--- src/rtl/core/mfre_pkg.sv ---
// Shared widths, codes and types of the matrix flip/rotate engine.
package mfre_pkg;

    localparam int MAX_DIM     = 128;
    localparam int STORE_DEPTH = MAX_DIM * MAX_DIM;
    localparam int ADDR_W      = $clog2(STORE_DEPTH);
    localparam int CNT_W       = $clog2(STORE_DEPTH + 1);
    localparam int DIM_W       = $clog2(MAX_DIM + 1);
    localparam int PROD_W      = 2 * DIM_W;
    localparam int DATA_W      = 32;
    localparam int KIND_W      = 2;
    localparam int OP_W        = 3;
    localparam int CFG_W       = 8;
    localparam int CFG_IDX_W   = 1;

    localparam logic [DIM_W-1:0] ROWS_RESET = DIM_W'(4);
    localparam logic [DIM_W-1:0] COLS_RESET = DIM_W'(4);

    localparam logic [KIND_W-1:0] KIND_LOAD = 2'd0;
    localparam logic [KIND_W-1:0] KIND_OP   = 2'd1;
    localparam logic [KIND_W-1:0] KIND_READ = 2'd2;

    localparam logic [OP_W-1:0] OP_VFLIP = 3'd0;
    localparam logic [OP_W-1:0] OP_HFLIP = 3'd1;
    localparam logic [OP_W-1:0] OP_RCW   = 3'd2;
    localparam logic [OP_W-1:0] OP_RCCW  = 3'd3;
    localparam logic [OP_W-1:0] OP_QCW   = 3'd4;
    localparam logic [OP_W-1:0] OP_QCCW  = 3'd5;

    localparam logic [CFG_IDX_W-1:0] REG_ROWS = 1'd0;
    localparam logic [CFG_IDX_W-1:0] REG_COLS = 1'd1;

    typedef enum logic [1:0] {
        ST_IDLE,
        ST_READ,
        ST_RUN
    } state_t;

    typedef struct packed {
        logic              rd_en;
        logic              rd_bank;
        logic [ADDR_W-1:0] rd_addr;
        logic              wr_en;
        logic              wr_bank;
        logic [ADDR_W-1:0] wr_addr;
        logic [DATA_W-1:0] wr_data;
    } mem_req_t;

    typedef struct packed {
        logic              rd_en;
        logic [ADDR_W-1:0] rd_addr;
        logic              wr_en;
        logic [ADDR_W-1:0] wr_addr;
        logic              done;
    } walk_t;

endpackage

--- src/rtl/core/mfre_walker.sv ---
// Frame walker: scans source addresses and computes each element's destination.
module mfre_walker
    import mfre_pkg::*;
(
    input  logic             clk,
    input  logic             rst_n,
    input  logic             start,
    input  logic [OP_W-1:0]  op,
    input  logic [DIM_W-1:0] rows,
    input  logic [DIM_W-1:0] cols,
    output walk_t            walk
);

    logic              run_reg;
    logic              wr_pend_reg;
    logic [DIM_W-1:0]  row_reg;
    logic [DIM_W-1:0]  col_reg;
    logic [ADDR_W-1:0] src_reg;
    logic [ADDR_W-1:0] dest_reg;

    logic [DIM_W-1:0]  half_rows;
    logic [DIM_W-1:0]  half_cols;
    logic              top_half;
    logic              left_half;
    logic [DIM_W-1:0]  row_term;
    logic [DIM_W-1:0]  stride;
    logic [DIM_W-1:0]  col_term;
    logic [PROD_W-1:0] dest_sum;
    logic              last_row;
    logic              last_col;

    assign half_rows = rows >> 1;
    assign half_cols = cols >> 1;
    assign top_half  = row_reg < half_rows;
    assign left_half = col_reg < half_cols;
    assign last_row  = row_reg == rows - DIM_W'(1);
    assign last_col  = col_reg == cols - DIM_W'(1);

    always_comb
    begin
        row_term = row_reg;
        stride   = cols;
        col_term = col_reg;
        unique case (op)
            OP_VFLIP:
            begin
                row_term = rows - DIM_W'(1) - row_reg;
            end
            OP_HFLIP:
            begin
                col_term = cols - DIM_W'(1) - col_reg;
            end
            OP_RCW:
            begin
                row_term = col_reg;
                stride   = rows;
                col_term = rows - DIM_W'(1) - row_reg;
            end
            OP_RCCW:
            begin
                row_term = cols - DIM_W'(1) - col_reg;
                stride   = rows;
                col_term = row_reg;
            end
            OP_QCW:
            begin
                if (top_half && left_half)
                begin
                    col_term = col_reg + half_cols;
                end
                else if (top_half)
                begin
                    row_term = row_reg + half_rows;
                end
                else if (!left_half)
                begin
                    col_term = col_reg - half_cols;
                end
                else
                begin
                    row_term = row_reg - half_rows;
                end
            end
            default:
            begin
                // counter-clockwise quadrant move
                if (top_half && left_half)
                begin
                    row_term = row_reg + half_rows;
                end
                else if (top_half)
                begin
                    col_term = col_reg - half_cols;
                end
                else if (!left_half)
                begin
                    row_term = row_reg - half_rows;
                end
                else
                begin
                    col_term = col_reg + half_cols;
                end
            end
        endcase
        dest_sum = {DIM_W'(0), row_term} * {DIM_W'(0), stride} + {DIM_W'(0), col_term};
    end

    always_ff @(posedge clk or negedge rst_n)
    begin
        if (!rst_n)
        begin
            run_reg     <= 1'b0;
            wr_pend_reg <= 1'b0;
        end
        else
        begin
            wr_pend_reg <= run_reg;
            if (start)
            begin
                run_reg <= 1'b1;
            end
            else if (run_reg && last_row && last_col)
            begin
                run_reg <= 1'b0;
            end
        end
    end

    always_ff @(posedge clk)
    begin
        if (start)
        begin
            row_reg <= '0;
            col_reg <= '0;
            src_reg <= '0;
        end
        else if (run_reg)
        begin
            src_reg  <= src_reg + ADDR_W'(1);
            dest_reg <= dest_sum[ADDR_W-1:0];
            if (last_col)
            begin
                col_reg <= '0;
                row_reg <= row_reg + DIM_W'(1);
            end
            else
            begin
                col_reg <= col_reg + DIM_W'(1);
            end
        end
    end

    assign walk.rd_en   = run_reg;
    assign walk.rd_addr = src_reg;
    assign walk.wr_en   = wr_pend_reg;
    assign walk.wr_addr = dest_reg;
    assign walk.done    = wr_pend_reg && !run_reg;

endmodule
--- config.mk ---
export PLATFORM = sky130hd
export DESIGN_NAME = mfre_walker
export DESIGN_NICKNAME = d
export VERILOG_FILES = /design/src/rtl/core/mfre_pkg.sv /design/src/rtl/core/mfre_walker.sv
export SDC_FILE = /design/constraint.sdc
export NUM_CORES = 1
export LEC_CHECK = 0
export BUFFER_PORTS_ARGS = -buffer_cell sky130_fd_sc_hd__buf_2
export CAP_MARGIN = 20
export CORE_ASPECT_RATIO = 0.6
export CORE_UTILIZATION = 65
export DETAILED_ROUTE_END_ITERATION = 8
export PLACE_DENSITY_LB_ADDON = 0.15
export SLEW_MARGIN = 5
export SYNTH_ARGS = -nofsm -noshare
export SYNTH_HDL_FRONTEND = slang
export SYNTH_SLANG_ARGS = --single-unit
--- constraint.sdc ---
create_clock -name clk -period 15.35 [get_ports clk]
set_input_delay 3.07 -clock clk [delete_from_list [all_inputs] [get_ports clk]]
set_output_delay 3.07 -clock clk [all_outputs]
set_load 0.05 [all_outputs]
==> impl_metrics.tcl <==
set metrics [dict create \
    worstMarginPinSlew_ns 1.066 \
    grt_max_degree 28 \
    synth_edf_count 14 \
    netlist_area_mm2 0.007186 \
    timing.final.ws_setup_ns 4.531 \
    ir_worst_vdd_uv 170.6 \
    cts_buffer_depth 2 \
    fin_cells 1076 \
    io_pins 53 \
    grt_pass1_vias 6915 \
    hpwl_um 19370 \
    final_cell_area_mm2 0.007649 \
    numPortBuffers 52 \
    nets 1083 \
    synth_flop_cell "dfxtp_1" \
    start_util_pct 67.36 \
    dieArea_mm2 0.01149 \
    reg2reg_from "row_reg[0]$_SDFFE_PP0P_" \
    final-seq-area_mm2 0.001071 \
    final_util_pct 71.70 \
    synthCells 902 \
    cp-end-kind "flop" \
    r2r_slack_ns 6.80 \
    cts_setup_buffers 0 \
    cp_max_fo 12 \
    required_ns 15.42 \
    grt_usage_pct 43.55 \
    synth_cell_types 79 \
    h-tree-depth 2 \
    drive_gt1_share_pct 9.605 \
    syn_to_final_growth_pct 6.443 \
    avgSynthCellArea_um2 7.966 \
    numCtsBuffers 5 \
    die_x_um 137.7 \
    synth-seq-area-share_pct 14.91 \
    yosys_warnings 0 \
    dpl_cell_area_mm2 0.007497 \
    yosys.area.top_type "fa_1" \
    cp.arrival_ns 10.89 \
    routabilityCongestion 1.164 \
    hold_end "src_reg[5]$_SDFFE_PP0P_" \
    drv_slew 0 \
    power.leakage_uw 0.003504 \
    gr-total-overflow 0 \
    initialDrtViolationCount 916 \
    r2r.worst_path.cells 27 \
    status "completed" \
    ys_ff_latch 46 \
    synthArstFlopShare_pct 4.348 \
    holdCritPathClass "flop to flop" \
    ys_top_cells_by_area "fa_1, ha_1, dfxtp_1" \
    route.detailed.drc 0 \
    hp-start "src_reg[5]$_SDFFE_PP0P_" \
    ant_nets 0 \
    cts_root_buf "clkbuf_16" \
    maxCapViolCount 0 \
    vias_per_cell 6.666 \
    post-place-ws_ns 4.369 \
    cellPowerDensity_mw_per_mm2 110.2 \
    wl_per_cell_um 22.14 \
    clock_skew_ns 0.01301 \
    place_inst 1068 \
    cts_resized 0 \
    synth_fp_nets 1049 \
    cts_sinks 46 \
    n_fill_cell 860 \
    cts_tree "done" \
    hold_depth 2 \
    diodes 0 \
    max_freq_ghz 0.09243 \
    core_area_mm2 0.01067 \
    critPathKind "input pin to flop" \
    clk_latency_ns 0.31 \
    start_kind "input pin" \
    antenna_found_initial 1 \
    multi_input_area_mm2 0.005519 \
    grt_pass1_wl_um 37220 \
    wl_um 23820 \
    cts_hold_buffers 0 \
    hold_violations 0 \
    layout_min_cycle_time_ns 10.82 \
    path_clk_slew_ns 0.09 \
    synth_top_area_share_pct 13.65 \
    finalSetupTns_ns 0 \
    fin_crit_sh_pct 70.48 \
    setup_viol 0 \
    rsz0062_at_grt "no" \
    die_y_um 83.44 \
    drt_pass1_iterations 6 \
    via_count 7173 \
    relSlewSlack_pct 28.90 \
    reg2reg_to "dest_reg[13]$_DFFE_PP_" \
    num_rows 29 \
]
worst max-delay path by stage:
stage / startpoint / end / slack, ns / cells after the start
6_report: rows[1] / dest_reg[13]$_DFFE_PP_ / 4.53 / 27
5_1_grt: rows[1] / dest_reg[13]$_DFFE_PP_ / 4.14 / 27
4_1_cts: rows[1] / dest_reg[13]$_DFFE_PP_ / 4.68 / 27
3_5_place_dp: rows[1] / dest_reg[13]$_DFFE_PP_ / 4.37 / 27
3_3_place_gp: rows[1] / dest_reg[13]$_DFFE_PP_ / 4.65 / 27
2_1_floorplan: rows[2] / dest_reg[13]$_DFFE_PP_ / 5.66 / 27
stage by stage:
stage / power [µW] / hold WS (ns)
3_3_place_gp: 678.0 / 0.4716
2_1_floorplan: 583.2 / 0.4643
6_report: 842.6 / 0.5164
3_5_place_dp: 712.0 / 0.4996
5_1_grt: 906.9 / 0.5495
4_1_cts: 835.9 / 0.5116
cells in the mapped netlist, drive strengths merged, types with 15 or more instances:
cell	instances
nor3	22
fa	49
ha	76
nand2	50
nand2b	15
nor2	118
inv	116
a21oi	64
xor2	15
xnor2	58
clkbuf	15
o21ai	29
dfxtp	30
nand3	23
metal layers:
layer | vias to the layer above | track usage, % | routed length [µm]
met5 | - | 0 | 0
met4 | 0 | 11.76 | 535
met3 | 65 | 18.19 | 3935
met2 | 520 | 59.25 | 9357
met1 | 3396 | 62.41 | 9994
li1 | 3192 | - | -
worst max-delay path, stage by stage:
cell       delay (ns)
buf_2            0.15
ha_1             0.21
inv_1            0.06
fa_1             0.48
a211oi_2         0.28
o21ai_1          0.19
a21oi_2          0.61
xnor2_2          0.24
xnor2_1          0.53
a21oi_1          0.14
o21ai_1          0.54
nor2_1           0.17
fa_1             0.56
inv_1            0.05
fa_1             0.51
fa_1             0.52
fa_1             0.55
inv_1            0.04
ha_1             0.34
o2111ai_1        0.12
nand3_1          0.15
or4_1            0.49
a31o_2           0.26
a21oi_1          0.17
xnor2_1          0.15
xnor2_1          0.16
xnor2_1          0.10
layout by cell type, fill, tap and decap left out, types with 4 or more instances in the layout:
cell,Yosys,final
inv_1,116,116
nor2_1,116,116
ha_1,76,76
a21oi_1,63,63
xnor2_1,55,55
buf_2,5,52
nand2_1,49,49
fa_1,49,49
dfxtp_1,30,30
o21ai_0,23,23
nand3_1,23,23
nor3_1,22,22
nand2b_1,15,15
xor2_1,15,15
or3_1,14,14
edfxtp_1,14,14
a21o_1,11,11
nand4_1,10,10
or2_1,9,9
a31oi_1,9,9
nor2b_1,9,9
o221ai_1,9,9
o21bai_1,9,9
and3_1,9,9
o211ai_1,7,7
o22ai_1,7,7
mux2i_1,7,7
a211oi_1,6,6
o21ai_1,6,6
o2111ai_1,5,5
clkbuf_16,0,5
nor4_1,4,4
o21a_1,4,4
a221o_1,4,4
a221oi_1,4,4
buf_4,3,4
report_power, final:
group | switching [µW] | total [µW] | internal, µW
Sequential | 8.48 | 173 | 165
Clock | 61.7 | 124 | 62.6
Combinational | 344 | 545 | 201
Total | 414 | 843 | 429
area by class of cell:
cell class | count | area share (%)
clock buffers | 5 | 1.636
clock inverters | 3 | 0.3435
inverters | 118 | 5.791
multi-input cells | 709 | 72.16
flip-flops and latches | 46 | 14.00
well taps | 139 | 2.274
repair buffers | 56 | 3.795
kinds of logic (layout without fill, tap and decap cells):
logic type	Yosys count	count (layout)	share of synthesized area (%)
fa+ha+maj	125	125	26.88
xor+xnor	73	73	9.211
simple gates	298	298	19.80
flops	46	46	14.91
buf+inv	147	182	8.288
compound gates	202	202	19.00
mux	11	11	1.915
Note: power is estimated with default switching activity, not from simulation.
